### src/hw/rtl/gsnd_pkg.sv
package gsnd_pkg;

    localparam int ID_W             = 10;
    localparam int TARGET_W         = 7;
    localparam int EDGE_W           = 32;
    localparam int VERTEX_COUNT_DEF = 1024;
    localparam int MAX_NB_DEF       = 64;

    localparam logic [TARGET_W-1:0] TARGET_RESET = TARGET_W'(8);

endpackage

### src/hw/rtl/gsnd_slot.sv
// id modulo VERTEX_COUNT: reciprocal multiply, then multiply back and subtract.
// Two-stage pipeline.
module gsnd_slot import gsnd_pkg::*; #(
    parameter int VERTEX_COUNT = VERTEX_COUNT_DEF
) (
    input  logic                            i_clk,
    input  logic [ID_W-1:0]                 i_id,
    output logic [$clog2(VERTEX_COUNT)-1:0] o_slot
);

    localparam int     SLOT_W = $clog2(VERTEX_COUNT);
    localparam int     SH     = ID_W + SLOT_W;
    localparam longint RECIP  = ((longint'(1) << SH) + longint'(VERTEX_COUNT) - 1)
                                / longint'(VERTEX_COUNT);
    localparam int     MUL_W  = ID_W + 2;
    localparam int     PROD_W = ID_W + MUL_W;
    localparam int     QD_W   = ID_W + SLOT_W + 1;

    logic [PROD_W-1:0] w_prod;
    logic [QD_W-1:0]   w_qd;
    logic [ID_W-1:0]   r_q;
    logic [ID_W-1:0]   r_id;
    logic [SLOT_W-1:0] r_slot;

    assign w_prod = PROD_W'(i_id) * PROD_W'(RECIP);
    assign w_qd   = QD_W'(r_q) * QD_W'(VERTEX_COUNT);

    always_ff @(posedge i_clk) begin
        r_q    <= ID_W'(w_prod >> SH);
        r_id   <= i_id;
        r_slot <= SLOT_W'(QD_W'(r_id) - w_qd);
    end

    assign o_slot = r_slot;

endmodule

### config.mk
export PLATFORM = sky130hd
export DESIGN_NAME = gsnd_slot
export DESIGN_NICKNAME = d
export VERILOG_FILES = /design/src/hw/rtl/gsnd_pkg.sv /design/src/hw/rtl/gsnd_slot.sv
export SDC_FILE = /design/constraint.sdc
export NUM_CORES = 1
export LEC_CHECK = 0
export BUFFER_PORTS_ARGS = -buffer_cell sky130_fd_sc_hd__buf_2
export CORE_MARGIN = 10
export CORE_UTILIZATION = 25
export CTS_CLUSTER_SIZE = 10
export DETAILED_ROUTE_END_ITERATION = 16
export SYNTH_ARGS = -nofsm -noshare
export SYNTH_HDL_FRONTEND = slang
export SYNTH_SLANG_ARGS = --single-unit
### constraint.sdc
create_clock -name i_clk -period 0.8 [get_ports i_clk]
set_clock_uncertainty 0.1 [all_clocks]
set_input_delay 0.08 -clock i_clk [delete_from_list [all_inputs] [get_ports i_clk]]
set_output_delay 0.08 -clock i_clk [all_outputs]
set_load 0.01 [all_outputs]
# After elaboration in Yosys (flattened, before gate mapping)
# Cells that the tools add are included.
# word_totals
register_bits	20
latch_bits	0
mem_bits_rw	0
mem_bits_ro	0
output_inout_bits	10
wordCells	2
memories	0
# classes
n_addsub	0
mul	0
n_div	0
order_cmp	0
eq_ne	0
shifts	0
muxes	0
n_bitwise	0
n_reduce_logical	0

# Longest topological paths before layout
# depth
word_depth	0
depth_mapped	0
ltp_nobuf	0

# Least setup slack after synthesis
# OpenSTA, ideal clock, no wires.
# synth_timing
kind	register -> output
start	reg r_slot[0] (netlist: o_slot[0])
end	out o_slot[0]
arrival_time_ns	0.331
setup_slack_ns	0.289
stages_incl_launch_ff	1
path_buffers	0
path_cell_list	dfxtp_1
# synth_rtl
element	line	source
from (decl)	gsnd_slot.sv:23	logic [SLOT_W-1:0] r_slot;
from (signal assigned)	gsnd_slot.sv:31	r_slot <= SLOT_W'(QD_W'(r_id) - w_qd);
to (decl)	gsnd_slot.sv:8	output logic [$clog2(VERTEX_COUNT)-1:0] o_slot
# No word-level cell between the ends.

# Worst setup path in the final report
# layout_timing
start	reg r_slot[0] (netlist: o_slot[0])
end	out o_slot[0]
# No word-level cell between the ends.

==> metrics.txt <==
status=complete, but fails checks; failing checks=negative setup slack; maximum clock frequency=about 1100 MHz; ys async rst share=0%; htree depth=1; worst slew pin tran=approximately 0.11 ns; final setup margin=-0.114 ns; P_leak=around 0.32 nW; drt total wl=between 700 and 800 um; maximum VDD drop=~1.2 mV; global-route wire length before repair=approximately 1100 um; post-synth top area share=100%; worst r2r dst=o_slot[9]$_DFF_P_; Clk pin slew, worst setup/hold paths=about 0.11 ns; final setup TNS=-1.07 ns; Inst Count DP=between 50 and 60; DRC Markers=0; routability cong.=between 0.6 and 0.7; post-synth cell types=1; Initial Utilization=about a quarter; layout cells sized above 1=around half; hold_sp=r_id[2]$_DFF_P_; Die H=~60 um; min cycle time layout=between 0.9 and 1 ns; critical path fanouts, max=1; Final Hold Vio Count=0; Slew Viols, Final=0; Synth top cells by count=dfxtp_1; die width=between 60 and 70 um; CTS tree=built; CTS max path bufs=2; most frequent cell after synthesis=dfxtp_1; sequential share of the synthesized area=100%; CP max-delay cell=dfxtp_1; vias in the first global route=just under 300; Crit Path Category=reg2out; initial antenna violation count=0; yosys warns=0; synthesized flop and latch total=20; cell area after synthesis=~400 sq um; number of synthesized flops with an enable pin=0; Slew headroom=between 90% and 100%; nets@finish=66; Via density=about 3.5; num ports=21; Final period util=114%; row cnt=14; input/output buffers=20; RSZ-0062 raised after global routing=true; Area Growth Syn to Fin=73.7%; final non-filler cell total=70; Worst R2R Path Depth=0; CP endpoint kind=output pin; crit path buf inv count=1; cells after synthesis=20; clk root buf=clkbuf_4; number of multi-input logic gates=0; reg2reg start=r_id[9]$_DFF_P_; Multi-input gate area=0 sq um; MaxCap Viol Count=0; Iter 0 DRT Violations=1; Worst EP required=between 0.6 and 0.7 ns; worst min path class=reg2reg; Hold Crit Depth=0; ranking of synthesized cells by area=dfxtp_1; final setup fails=10; setup slack, reg-to-reg=between 0.2 and 0.3 ns; top_reg_cell synth=dfxtp_1; largest net degree at the start of global routing=13; Synth Area per Inst=roughly 20 sq um; Antenna diodes=0; routed len/inst=roughly 10 um; remaining antenna violation count=0; Total GRT Usage=4.16%; drt first pass iters=2; grt total ovfl=0; Setup crit start kind=flip-flop; Place WS=0.202 ns; vias=248; Crit path arrival time=0.73 ns; area leader, netlist=dfxtp_1; crit-path cells=buf_2; Setup Buffers After CTS=0; worst-skew pair later-pin latency=around 0.29 ns; PD cells=approximately 2800 mW/mm^2; Hold Path Sink=o_slot[2]$_DFF_P_; Core ar.=roughly 0.0015 sq mm; CTS sink count=20; Die ar.=roughly 0.0036 sq mm; Largest delay share family, worst path=flip-flops; Largest stage delay, worst path=between 0.3 and 0.4 ns; syn_nets=31; TritonCTS Buffers=3
## routing by layer
metal	part of all wire, %	GRT usage [%]	vias to the layer above
met4	0	2.88	0
met2	49	6.62	13
met5	0	0	-
li1	-	-	129
met3	17	3.81	0
met1	34	3.15	106
## cell families (layout without fill, tap and decap cells)
kind of cell | after synthesis | after routing | synth area share [%]
flops | 20 | 20 | 100
buf+inv | 0 | 34 | 0
## cell usage in the layout (no fill, tap or decap), drive strengths merged
| cell type | n |
|---|---|
| buf | 20 |
| dfxtp | 20 |
| bufinv | 1 |
| clkbuf | 3 |
| dlygate4sd3 | 10 |
## per-stage QoR
step	utilization (%)	hold WS, ns	instance area (sq um)	total power [mW]
6_report	46.2	0.229	696	1.96
5_1_grt	46.2	0.230	696	2.04
4_1_cts	44.7	0.229	673	1.98
3_5_place_dp	34.6	0.0836	520	1.15
3_3_place_gp	34.6	0.0827	520	1.14
2_1_floorplan	-	0.00772	400	1.10
## registers in the layout, summed over array words and instances, names as in the netlist
signal	count
r_id	10
o_slot	10
## repair_timing
| action | CTS | global route |
|---|---|---|
| gates resized for setup | 0 | 7 |
| hold endpoints to repair | 10 | 0 |
| endpoints found under the setup margin | 10 | 10 |
| hold buffers | 10 | 0 |
## area by class of cell
type / count / area, sq um
fillers: 145 / 811
flip-flops and latches: 20 / 404
repair buffers: 30 / 219
clock inverters: 1 / 30.0
clock buffers: 3 / 22.5
well taps: 16 / 20.0
## worst max path at each step
stage,startpoint,to,slack [ns],cells past startpoint
finish,o_slot[0]$_DFF_P_,o_slot[0],-0.11,1
detailed placement,o_slot[0]$_DFF_P_,o_slot[0],0.20,1
floorplan,o_slot[0]$_DFF_P_,o_slot[0],0.29,0
global placement,o_slot[2]$_DFF_P_,o_slot[2],0.21,1
global route,o_slot[0]$_DFF_P_,o_slot[0],-0.17,1
CTS,o_slot[0]$_DFF_P_,o_slot[0],-0.14,1
## report_power, final
part / switching [mW] / internal, mW / total [mW]
clock network: 0.283 / 0.506 / 0.789
logic: 0.0343 / 0.0745 / 0.109
registers: 0.0121 / 1.05 / 1.06
(Power assumes the default switching activity.)
