[src/hw/rtl/gsnd_ram.sv]
module gsnd_ram #(
    parameter int WIDTH = 8,
    parameter int DEPTH = 16
) (
    input  logic                     i_clk,
    input  logic                     i_wr_en,
    input  logic [$clog2(DEPTH)-1:0] i_wr_addr,
    input  logic [WIDTH-1:0]         i_wr_data,
    input  logic [$clog2(DEPTH)-1:0] i_rd_addr,
    output logic [WIDTH-1:0]         o_rd_data
);

    logic [WIDTH-1:0] r_mem [DEPTH];
    logic [WIDTH-1:0] r_rd_data;

    always_ff @(posedge i_clk) begin
        if (i_wr_en) begin
            r_mem[i_wr_addr] <= i_wr_data;
        end
        r_rd_data <= r_mem[i_rd_addr];
    end

    assign o_rd_data = r_rd_data;

endmodule

[config.mk]
export PLATFORM = sky130hd
export DESIGN_NAME = gsnd_ram
export DESIGN_NICKNAME = d
export VERILOG_FILES = /design/src/hw/rtl/gsnd_ram.sv
export SDC_FILE = /design/constraint.sdc
export NUM_CORES = 1
export LEC_CHECK = 0
export ABC_AREA = 1
export BUFFER_PORTS_ARGS = -buffer_cell sky130_fd_sc_hd__buf_2
export CORE_ASPECT_RATIO = 1.5
export CORE_UTILIZATION = 35
export DETAILED_ROUTE_END_ITERATION = 6
export PLACE_DENSITY = 0.47
export SYNTH_ARGS = -nofsm -noshare
export SYNTH_HDL_FRONTEND = slang
export SYNTH_SLANG_ARGS = --single-unit
[constraint.sdc]
create_clock -name i_clk -period 1.3 [get_ports i_clk]
set_input_delay 0.065 -clock i_clk [delete_from_list [all_inputs] [get_ports i_clk]]
set_output_delay 0.065 -clock i_clk [all_outputs]
set_load 0.01 [all_outputs]
# ---- After elaboration in Yosys (flattened, before gate mapping)
# Memories as Yosys holds them, arrays and structs flattened. A register that Yosys moved wholly into a read port is not among the register bits.
# Cells that the tools add are included.
dict set report word_totals {
  regBits 0
  mem_bits_rw 128
  inputBits 18
  out_inout_bits 8
  wordCells 3
  n_memories 1
}
dict set report classes {
  muxes 2
}
# memory depth width rd rd_clocked_by_memory_dff wr line_no
set mem_list {}
lappend mem_list {r_mem 16 8 1 1 1 13} ;# logic [WIDTH-1:0] r_mem [DEPTH];
# cell n
set ops {}
lappend ops {{$mux 1} 2}

# ---- Depth between registers and ports, before layout
# Gate-level depths: netlist (run 1).
dict set report depth {
  depth_word 2
  depth_mapped 8
}

# ---- Worst setup path after synthesis (run 1)
# Ideal clock, no wire load.
dict set report synth_path {
  path_type {in2reg}
  from {in i_wr_addr[2]}
  to {mem r_mem[10][0] (enable)}
  setup_ps 370
  arrival_time_ps 646
  required_time_ps 930
  setup_slack_ps 284
  stages 2
  cell_sequence {nand3b_1 -> nor2_1}
}
# item line_no
set synth_lines {}
lappend synth_lines {{start: declaration} 7} ;# input logic [$clog2(DEPTH)-1:0] i_wr_addr,
lappend synth_lines {{end: declaration} 13}
# No word-level cell before the write port.

==> results.md, run 1 <==
Outcome:
- The run finished with clean final reports.

Timing:
- The final worst clock skew is between 0.007 and 0.008 ns.
- The final number of max-transition violations was 0.
- The clock period minus worst slack is 1.05 ns.
- The worst path uses around four fifths of the clock period.
- The number of hold-slack violations in the final timing report came to 0.
- The final worst slack is between 0.2 and 0.25 ns.
- In the final timing run, aggregate negative setup slack is 0 ns.
- The slew at the pin with the worst max-slew slack is between 0.3 and 0.4 ns.
- In this run the tightest slew margin relative to its limit is between 70 and 80%.
- The number of failing setup endpoints in the final timing report is 0.
- Based on the critical path, the design can be clocked at up to about 0.95 GHz.
- Setup repair after global routing left no endpoint under its margin.

Routing:
- The count of TritonRoute iterations in the first routing pass is 5.
- The number of routed nets with antenna violations is 0.
- The via count is between 3,000 and 4,000.
- The violation count after the first detailed-routing iteration is 265.
- The routed wirelength normalized by instance count is between 15 and 20 µm.
- The final routed wirelength across all metal layers is about 14,000 µm.
- After detailed routing, the number of vias per cell comes to between 4 and 5.
- In the routed design, unresolved DRC markers number 0.

Logic synthesis:
- The cell type contributing the most total cell area after synthesis is edfxtp_1.
- The share of the synthesized area in compound gates (AO/OA/AOI/OAI) is 0%.
- Yosys attributes the largest share of cell area to edfxtp_1, nand2_1, nand3_1.
- The netlist area before placement is between 5000 and 6000 µm².
- Of the total synthesized cell area, the portion taken by AND, OR, NAND and NOR gates is a little over a fifth.
- The area share of fa/ha/maj cells after synthesis is 0%.
- The synthesized area per cell is 10.5 µm².
- In the synthesized netlist the dominant register cell turns out to be edfxtp_1.
- The synthesized netlist devotes 0% of its cell area to XOR and XNOR gates.
- The fraction of registers with async set/reset is 0%.
- The number of synthesized flops with an enable pin is 128.
- In this run the biggest area consumer among cell types represents between 60% and 70% of the synthesized area.
- The number of nets in the synthesized netlist is ~570.
- Multiplexer cells account for 0% of the synthesized area.
- The number of warning messages in the yosys log is 0.
- Synthesis produced about 550 cells.
- After synthesis, the most frequently instantiated cells are nand2_1, edfxtp_1, inv_1, nand3_1, nor2_1.
- The most frequent cell after synthesis is nand2_1.
- The post-synthesis register bit count is roughly 140.
- After synthesis, the largest family of logic cells by area is simple AND/OR/NAND/NOR gates.
- The number of different library cells used by synthesis comes to 12.
- The sequential cell area fraction in the yosys report is 69.4%.

Floorplan:
- The total die area is around 17,000 µm².
- The initialized floorplan defines 57 standard-cell rows.
- The region available for standard cell placement spans about 16,000 µm².
- For this design the top-level I/O count stands at 26.
- The die boundary width is 107 µm.
- The initial standard-cell utilization of the core is 35.6%.
- The height of the chip is about 160 µm.

Clock tree:
- Buffers inserted to repair hold after CTS numbered 1.
- Clock-pin slew was measured on the worst setup and hold paths at around 0.060 ns.
- The count of instances resized after the clock tree is built is 0.
- The longest clock path from root to sink contains 2 buffers.
- The sink count of the clock tree is around 140.
- The number of setup buffers added after CTS is 0.
- Clock tree synthesis inserted a total of 17 buffers.
- The CTS tree is yes.
- The clock latency on the worst-skew pair is about 0.4 ns.
- The H-tree was split into 4 levels.
- The buffer cell driving the clock tree root is clkbuf_16.

Worst setup path:
- The startpoint of the most critical register-to-register path is r_mem[7][6]$_DFFE_PP_.
- The worst setup path is captured at a flop.
- Data on the critical path is required at its endpoint by between 1.5 and 2 ns.
- The critical register-to-register path endpoint is o_rd_data[6]$_DFF_P_.
- For the worst flop-to-flop path, the logic depth is 6.
- The maximum fanout count along the critical path is 1.
- The kind of start point of the critical path is a flop.
- The critical path ends at o_rd_data[6]$_DFF_P_.
- The most critical setup path has its startpoint at r_mem[7][6]$_DFFE_PP_.
- STA puts the critical path data arrival time at between 1 and 1.5 ns.
- The category of the most critical setup path is reg -> reg.
- The register-to-register path setup slack is around 0.25 ns.

Power:
- Combinational logic burns 6.1% of the power.
- The overall power consumption is 0.0105 W.
- The leakage power total is between 2 and 3 nW.
- Per report_power, the clock group accounts for 46.9% of the total.
- The register share of total power is 46.9%.
- The maximum VDD drop is between 0.8 and 0.9 mV.
- The power density normalized to cell area is approximately 1500 nW/µm².
- Of the total power, the share spent switching nets is about a fifth.
- The total internal power is ~0.0083 W.
- The switching power summed over all nets is between 0.002 and 0.0025 W.

Finish:
- The post-layout net count is just over 600.
- The number of fill cells in the layout is between 1,500 and 2,000.
- The count of antenna diodes in the layout is 0.
- The final cell area excluding filler cells is slightly below 7000 µm².
- Cells with a size suffix above 1 make up 13.6% of the layout.
- Summing all flip-flop and latch instances after layout gives 4000 µm².
- The area added between synthesis and finish is 19.0%.
- Summing all multi-input logic gate instances after layout gives ~1200 µm².

Placed design:
- The quantity of I/O buffers inserted on ports is 25.
- The half-perimeter wire length after placement is roughly 8900 µm.
- The congestion estimate from routability-driven global placement came to slightly below 0.8.
- Summing all placed instances gives a cell area of roughly 6200 µm².
- The worst slack after detailed placement is 0.0946 ns.

GRT:
- The pin count of the biggest net entering global routing is 65.
- The overflow left after global routing is 0.
- The total global-route track usage is between 10% and 20%.
- The initial antenna violation count came to 0.
- The first global-routing pass estimated ~21,000 µm of wire.
- The via count of the first global-routing pass is approximately 3,700.

Job:
- Max-cap violations in this run came to 0.

Hold path:
- The path class of the tightest hold or removal check is in -> reg.
per-layer routing:
metal	GRT usage [%]	share of wire (%)	wire length, µm	up-vias
met5	0	0	0	-
met4	7.29	2.3	321	0
met3	3.64	3.5	481	14
met2	29.4	51	7010	82
met1	21.6	43	5920	1769
li1	-	-	-	1869
kinds of logic (layout without fill, tap and decap cells):
kind of cell / after synthesis / after routing
DFF: 136 / 136
and+or+nand+nor: 289 / 289
buffers and inverters: 126 / 186
layout by cell type (no fill, tap or decap), drive strengths merged, types with 3 or more instances in the layout:
cell and instances:
clkinvlp 3, clkbuf 18, nand2 173, dfxtp 8, nor2 17, edfxtp 128, inv 103, nand3 97
bufinv 4, buf 53, clkinv 4
state kept, by name, summed over array words and instances (netlist names):
signal	count
r_mem	128
o_rd_data	8
power groups by stage:
stage | sequential (W) | clock (W) | combinational, W
after floorplan | 0.00503 | 0 | 0.000346
after global placement | 0.00503 | 0 | 0.000650
after detailed placement | 0.00503 | 0 | 0.000656
after CTS | 0.00494 | 0.00502 | 0.000660
after global routing | 0.00494 | 0.00520 | 0.000722
final | 0.00494 | 0.00493 | 0.000646
layout make-up:
| class | count | area share [%] |
|---|---|---|
| clock buffer | 18 | 6.26 |
| clock inverter | 12 | 2.59 |
| inverter | 102 | 5.58 |
| multi-input combinational | 289 | 17.7 |
| sequential | 136 | 58.4 |
| tap | 206 | 3.76 |
| timing repair buffer | 54 | 5.76 |
worst max-delay path, stage by stage, from the launching register on:
cell and delay, ns:
edfxtp_1 0.36, inv_1 0.06, nand2_1 0.04, nand3_1 0.09, nand3_1 0.11, nand3_1 0.16
nand2_1 0.11
per-stage QoR:
step | hold slack, ns | util [%] | std cells
floorplan | 0.164 | - | 551
global placement | 0.375 | 38.6 | 786
detailed placement | 0.361 | 38.6 | 786
CTS | 0.0615 | 42.4 | 817
global route | 0.0631 | 42.4 | 817
finish | 0.0770 | 42.4 | 817
how the worst min path moves through the flow:
stage                        endpoint  slack, ns  depth (start not counted)         start
3_5_place_dp     o_rd_data[4]$_DFF_P_       0.36                          3  i_rd_addr[3]
5_1_grt         r_mem[2][0]$_DFFE_PP_       0.06                          1  i_wr_data[0]
2_1_floorplan   r_mem[0][0]$_DFFE_PP_       0.16                          0  i_wr_data[0]
4_1_cts         r_mem[0][0]$_DFFE_PP_       0.06                          1  i_wr_data[0]
3_3_place_gp     o_rd_data[4]$_DFF_P_       0.38                          3  i_rd_addr[3]
6_report       r_mem[10][1]$_DFFE_PP_       0.08                          1  i_wr_data[1]
No activity file was read; power rests on OpenSTA's default activity.
==> run 2: changes to the inputs <==
Clock period 1.3 ns to 1 ns, I/O delays scaled along.
==> run 2 against run 1 <==
Setup slack got worse by 0.21 ns. Global-route usage up 0.60 points. Critical path depth decreased by 1. Clock skew is 0.0024 ns higher. Count of clock-buffer cells in the layout up 2. Power grew 33%. Combinational power increased by 43%. Die area is the same. First-iteration DRC count down 31%.
==> results.md, run 2 (synthesis results as in run 1) <==
Floorplan:
- From bottom edge to top edge, the die measures 159 µm.
- The initial standard-cell utilization of the core is between 30% and 40%.
- The total die area is about 17,000 µm².
- The number of placement rows is between 50 and 60.
- The die boundary width is around 110 µm.
- The I/O pin count is 26.
- After floorplanning, the core was sized to cover between 15,000 and 20,000 µm².

Worst setup path:
- Walking the worst path, the cells encountered are dlygate4sd3_1 -> buf_2 -> inv_1 -> nand3_2 -> nand2_2.
- The endpoint kind of the worst setup timing path is a flop.
- In this design, the stage delay of the slowest critical-path cell is 0.54 ns.
- The worst setup path is of the in -> reg kind.
- The slowest stage cell on the critical path is dlygate4sd3_1.
- The worst path required time is ~1.4 ns.
- The number of buffers and inverters on the critical path is 3.
- Along the worst path, the maximum fanout reaches 8.
- For the worst setup path, the data arrival time is 1.31 ns.
- The worst setup path is launched from an input port.
- In this design, the largest share of critical-path delay is due to buffers and inverters.

Clock tree:
- Clock-pin slew was measured on the worst setup and hold paths at ~0.06 ns.
- For the worst-skew pair, the clock arrives at the later sink with an insertion delay of approximately 0.41 ns.
- TritonCTS built the clock tree.
- The CTS H-tree depth is 4.
- The buffer cell driving the clock tree root is clkbuf_16.
- The clock drives between 100 and 150 sinks.
- In this run the deepest clock path goes through 2 buffers.
- The number of clock buffers added by TritonCTS is 17.

Job:
- The number of violations of the max-capacitance limit is 0.

Finish:
- Of the cells placed in the final design, the portion with a size suffix greater than 1 is ~20%.
- The post-layout net count is 627.
- The most common cell after layout, fill and taps aside is nand2_1.
- The register with the most flip-flops in the layout has 128 of them.
- The repair_antennas step left the layout with diodes totalling 0.
- In the layout the commonest cells are nand2_1, edfxtp_1, inv_1.
- The finished cells cover 7090 µm².
- For this run, the share of the core covered by cells in the final layout is around 44%.
- The area added between synthesis and finish is 23.0%.
- The number of fill cells in the layout is 1,514.
- The largest register by flop count is r_mem.
- The final cell count without fillers is 828.

Power:
- The leakage power total is 3.08 nW.
- The overall power consumption is ~0.014 W.
- The maximum VDD drop is 1.03 mV.
- The power density normalized to cell area is between 1500 and 2000 nW/µm².

GRT:
- The pin count of the biggest net entering global routing is 29.
- The busiest layer in global routing is met2.
- After global routing the overflow that remains totals 0.
- The total global-route track usage is a little under a fifth.
- Global routing used 22.7% of the available met1 tracks.
- Global routing consumed, on the met3 layer, under 10% of the routing resources.
- The global-route wire length before repair is roughly 22,000 µm.
- The global-route met2 utilization is 30.4%.
- The via count of the first global-routing pass is about 3,900.
- The initial antenna violation count came to 0.

Routing:
- The count of TritonRoute iterations in the first routing pass is 4.
- The violation count after the first detailed-routing iteration is 182.
- In the routed design, unresolved DRC markers number 0.
- Summed over all layers, the routed wires come to approximately 14,000 µm.
- After detailed routing, the number of vias per cell comes to about 4.6.
- The count of nets left with antenna violations once routing finished came out at 0.
- The routed wirelength normalized by instance count is approximately 17 µm.
- The routed layout has roughly 3,800 vias.

Timing:
- Derived from the worst setup path, the maximum achievable clock frequency is 1.04 GHz.
- The final hold slack is between 0.06 and 0.07 ns.
- The worst max-slew margin expressed relative to the limit is 74.1%.
- The number of hold-slack violations in the final timing report was 0.
- The final number of max-transition violations was 0.
- The slew at the pin with the worst max-slew slack is just under 0.4 ns.
- The worst path uses between 90 and 100% of the clock period.
- The final worst clock skew is 0.00997 ns.
- The clock period minus worst slack is between 0.9 and 1 ns.
- Setup repair after global routing could not meet its margin everywhere.
- The number of failing setup endpoints in the final timing report is 0.

Placed design:
- The quantity of I/O buffers inserted on ports is 25.
- The global placement routability congestion is slightly below 0.8.
- After detailed placement, the total cell area comes to 6320 µm².
- The half-perimeter wire length after placement is 9510 µm.
- The number of placed instances, taps included is about 800.

Outcome:
- The run finished with clean final reports.

Hold path:
- The type of the worst min-delay path is in -> reg.
==> run 2: cell count changes in the layout (fill, tap and decap cells not counted), moves of 2 or more <==
| cell | previous run | this run |
|---|---|---|
| buf_4 | 24 | 32 |
| clkinv_2 | 1 | 3 |
| dfxtp_1 | 8 | 6 |
| dfxtp_2 | 0 | 2 |
| nand2_1 | 173 | 170 |
| nand2_2 | 0 | 3 |
| nand3_1 | 97 | 72 |
| nand3_2 | 0 | 25 |
==> run 2: per-layer routing <==
metal  vias up  share of wire, %
met4         0               2.4
met3        18               2.6
met1      1835                44
li1       1885                 -
met2        70                51
met5         -                 0
==> run 2: power breakdown <==
group	total, W	leakage (nW)	internal [W]	switching, W
Sequential	0.00642	1.22	0.00637	0.0000478
Clock	0.00659	0.300	0.00424	0.00235
Combinational	0.000927	1.56	0.000309	0.000618
Total	0.0139	3.08	0.0109	0.00302
==> run 2: final timing paths <==
check	startpoint	endpoint	slack [ns]	cells after the start
setup reg to reg	r_mem[7][6]$_DFFE_PP_	o_rd_data[6]$_DFF_P_	0.04	6
setup / recovery	i_rd_addr[3]	o_rd_data[0]$_DFF_P_	0.04	5
hold reg to reg	r_mem[2][3]$_DFFE_PP_	o_rd_data[3]$_DFF_P_	0.68	6
hold / removal	i_wr_data[0]	r_mem[0][0]$_DFFE_PP_	0.06	1
==> run 2: repair_timing <==
action                                  CTS  global route
hold endpoints to repair                  2             0
gates resized for setup                  10            20
buffers inserted                          0             0
hold buffers                              1             0
pin swaps                                 3            12
endpoints found under the setup margin    8             8
==> run 2: cell type report <==
cell class	instances	area [µm²]	area share, %
clock buffer	20	447	6.30
clock inverter	12	176	2.49
inverter	102	383	5.40
multi-input combinational	289	1350	19.0
sequential	136	4010	56.5
tap	206	258	3.63
timing repair buffer	63	475	6.70
==> run 2: through the flow <==
stage	setup WS (ns)	TNS [ns]
after global routing	-0.0500	-0.104
after global placement	-0.183	-3.38
after detailed placement	-0.177	-4.18
after floorplan	-0.000845	-0.0540
after CTS	-0.0102	-0.0102
final	0.0350	0
==> run 3: changes to the inputs <==
--- a/constraint.sdc
+++ b/constraint.sdc
@@ -3,2 +3,2 @@
 set_output_delay 0.05 -clock i_clk [all_outputs]
-set_load 0.01 [all_outputs]
+set_load 0.005 [all_outputs]
==> run 3 against run 2 <==
Critical endpoint is now o_rd_data[6]$_DFF_P_. Clock skew fell by 0.00067 ns. Global-route usage barely moved. First-iteration DRC count rose by 21%. Power fell by 0.23%. Via count barely moved.
==> results.md, run 3 (synthesis results as in run 1) <==
GRT:
- The via count of the first global-routing pass is slightly below 4,000.
- The pin count of the biggest net entering global routing is 29.
- In the global route stage, overall resource usage came out at roughly 18%.
- The initial antenna violation count was 0.
- The overflow left after global routing is 0.
- The first global-routing pass estimated between 20,000 and 25,000 µm of wire.

Clock tree:
- TritonCTS built the clock tree.
- The tree is rooted in a clkbuf_16.
- The clock net in this run drives a total of between 100 and 150 sinks.
- Clock-pin slew was measured on the worst setup and hold paths at approximately 0.060 ns.
- The maximum clock insertion buffer count is 2.
- The clock latency on the worst-skew pair is between 0.4 and 0.5 ns.
- The number of clock buffers added by TritonCTS is 17.
- In this run the post-CTS setup repair buffer count came out at 0.
- The CTS H-tree depth is 4.

Outcome:
- The flow ran to the end, and the final reports show no timing, DRC or antenna violations.

Timing:
- Of the available clock period, the critical path in the final layout requires between 90 and 100%.
- The number of hold-slack violations in the final timing report came to 0.
- In this run the tightest slew margin relative to its limit is between 70% and 80%.
- Across all setup checks in the final design, the least slack found is ~0.026 ns.
- The clock period minus worst slack is around 1 ns.
- The slew at the pin with the worst max-slew slack is 0.396 ns.
- Setup repair after global routing could not meet its margin everywhere.
- The total negative slack is 0 ns.
- The number of failing setup endpoints in the final timing report is 0.
- Final hold analysis gives a worst-case slack of around 0.060 ns.
- Static timing analysis puts the maximum clock frequency at roughly 1 GHz.
- The final worst clock skew is 0.00930 ns.
- The final number of max-transition violations is 0.

Power:
- In this run the power density over the cells is 1970 nW/µm².
- The leakage power total is 3.07 nW.
- The maximum VDD drop is about 1.0 mV.
- Cell internal power was estimated by the tool at about 0.011 W.
- Summed over all nets, the switching power comes to approximately 0.003 W.
- The register share of total power is 46.2%.
- Net switching is between 20% and 30% of the power.
- Combinational logic is responsible for under 10% of the overall power.
- The portion of total power attributed to the clock network is 47.4%.

Floorplan:
- The die is approximately 160 µm tall.
- The die is between 100 and 150 µm wide.
- The die covers around 17,000 µm².
- The initial standard-cell utilization of the core is around 36%.
- After floorplanning, the core was divided into 57 placement rows.
- The area inside the core boundary is ~16,000 µm².
- The I/O pin count is 26.

Hold path:
- The startpoint identified for the worst hold timing path is i_wr_data[0].
- The worst hold path belongs to the class in -> reg.

Routing:
- The count of TritonRoute iterations in the first routing pass is 4.
- The routed design has approximately 14,000 µm of wire.
- The vias per cell is 4.60.
- The count of nets left with antenna violations once routing finished came out at 0.
- The number of remaining DRC errors is 0.
- The routed layout has ~3,800 vias.
- For this block, the initial DRC count from the detailed router was 221.
- After detailed routing, the average wire length per cell comes to ~17 µm.

Worst setup path:
- The cell family contributing the most delay on the critical path is simple AND/OR/NAND/NOR gates.
- The arrival time at the worst endpoint is 1.27 ns.
- Traced cell by cell, the critical path runs through inv_1 -> nand2_1 -> nand3_1 -> nand3_1 -> nand3_2 -> nand2_2.
- In this design, the stage delay of the slowest critical-path cell is about 0.37 ns.
- The most critical setup path has its startpoint at r_mem[0][6]$_DFFE_PP_.
- The worst setup path is launched from a flop.
- STA puts the critical path data required time at roughly 1.3 ns.
- The category of the most critical setup path is reg -> reg.
- Along the worst path, the maximum fanout reaches 1.
- The worst setup path is captured at a flop.
- Together, buffers and inverters on the worst path number 1.
- The slowest stage cell on the critical path is edfxtp_1.
- The worst register-to-register path begins at r_mem[0][6]$_DFFE_PP_.
- The most numerous cell type found on the critical path is nand3_1.

Finish:
- More flip-flops sit in one register than any other, and that register is r_mem.
- Cells with a size suffix above 1 make up around 18% of the layout.
- Leaving out fill and tap cells, the most frequent cells in the layout are nand2_1, edfxtp_1, inv_1.
- The post-layout net count is approximately 630.
- The most common cell after layout, fill and taps aside is nand2_1.
- The count of antenna diodes in the layout is 0.
- The area added between synthesis and finish is 22.3%.
- The flip-flop count of the largest register, all copies and words added is roughly 130.

Job:
- Max-cap violations in this run came to 0.

Placed design:
- Detailed placement ended at an HPWL of 9510 µm.
- The global placement routability congestion is 0.768.
- The worst slack after detailed placement is -0.177 ns.
- In this run the tool buffered the top-level ports with 25 buffer cells.
[run 3: cell counts in the layout (fill, tap and decap cells not counted)]
No cell type changed its count.
[run 3: repair_timing]
| action | CTS | global route |
|---|---|---|
| resized for setup | 9 | 12 |
| hold endpoints to repair | 2 | 0 |
| pin swaps | 3 | 8 |
| hold buffers | 1 | 0 |
| endpoints found under the setup margin | 7 | 9 |
[run 3: stage by stage]
| stage | area (µm²) | std cells | utilization, % | power (W) |
|---|---|---|---|---|
| after global routing | 7050 | 828 | 43.6 | 0.0143 |
| after detailed placement | 6320 | 795 | 39.1 | 0.00741 |
| after floorplan | 5770 | 551 | - | 0.00697 |
| after CTS | 7000 | 828 | 43.2 | 0.0140 |
| after global placement | 6320 | 795 | 39.1 | 0.00740 |
| final | 7050 | 828 | 43.6 | 0.0139 |
[run 3: worst paths after layout]
path                                              end  slack [ns]  cells past startpoint
worst max register to register   o_rd_data[6]$_DFF_P_        0.03                      6
worst min register to register   o_rd_data[5]$_DFF_P_        0.67                      6
worst min-delay path            r_mem[0][0]$_DFFE_PP_        0.06                      1
worst max-delay path             o_rd_data[6]$_DFF_P_        0.03                      6
[run 3: power groups by stage]
stage	Sequential (W)	Combinational, W	Clock (W)
after global routing	0.00643	0.000995	0.00692
after global placement	0.00654	0.000860	0
after CTS	0.00642	0.000895	0.00667
after floorplan	0.00653	0.000450	0
final	0.00642	0.000895	0.00659
after detailed placement	0.00654	0.000874	0
[run 3: area by class of cell]
type	instances	area, µm²
clock inverters	12	176
inverters	102	383
repair buffers	63	475
fillers	1520	9140
flip-flops and latches	136	4010
multi-input cells	289	1310
clock buffers	20	447
well taps	206	258
[run 3: routing by layer]
layer | vias up | track usage (%) | wire length (µm)
li1 | 1884 | - | -
met1 | 1840 | 22.7 | 6250
met2 | 71 | 30.6 | 7290
met3 | 16 | 3.48 | 393
met4 | 0 | 7.35 | 347
met5 | - | 0 | 0
[run 3: worst register-to-register path, delay by kind of cell, from the launching register on]
kind          cells  cell delay, ns
simple gates      5            0.42
flops             1            0.37
buf+inv           1            0.07
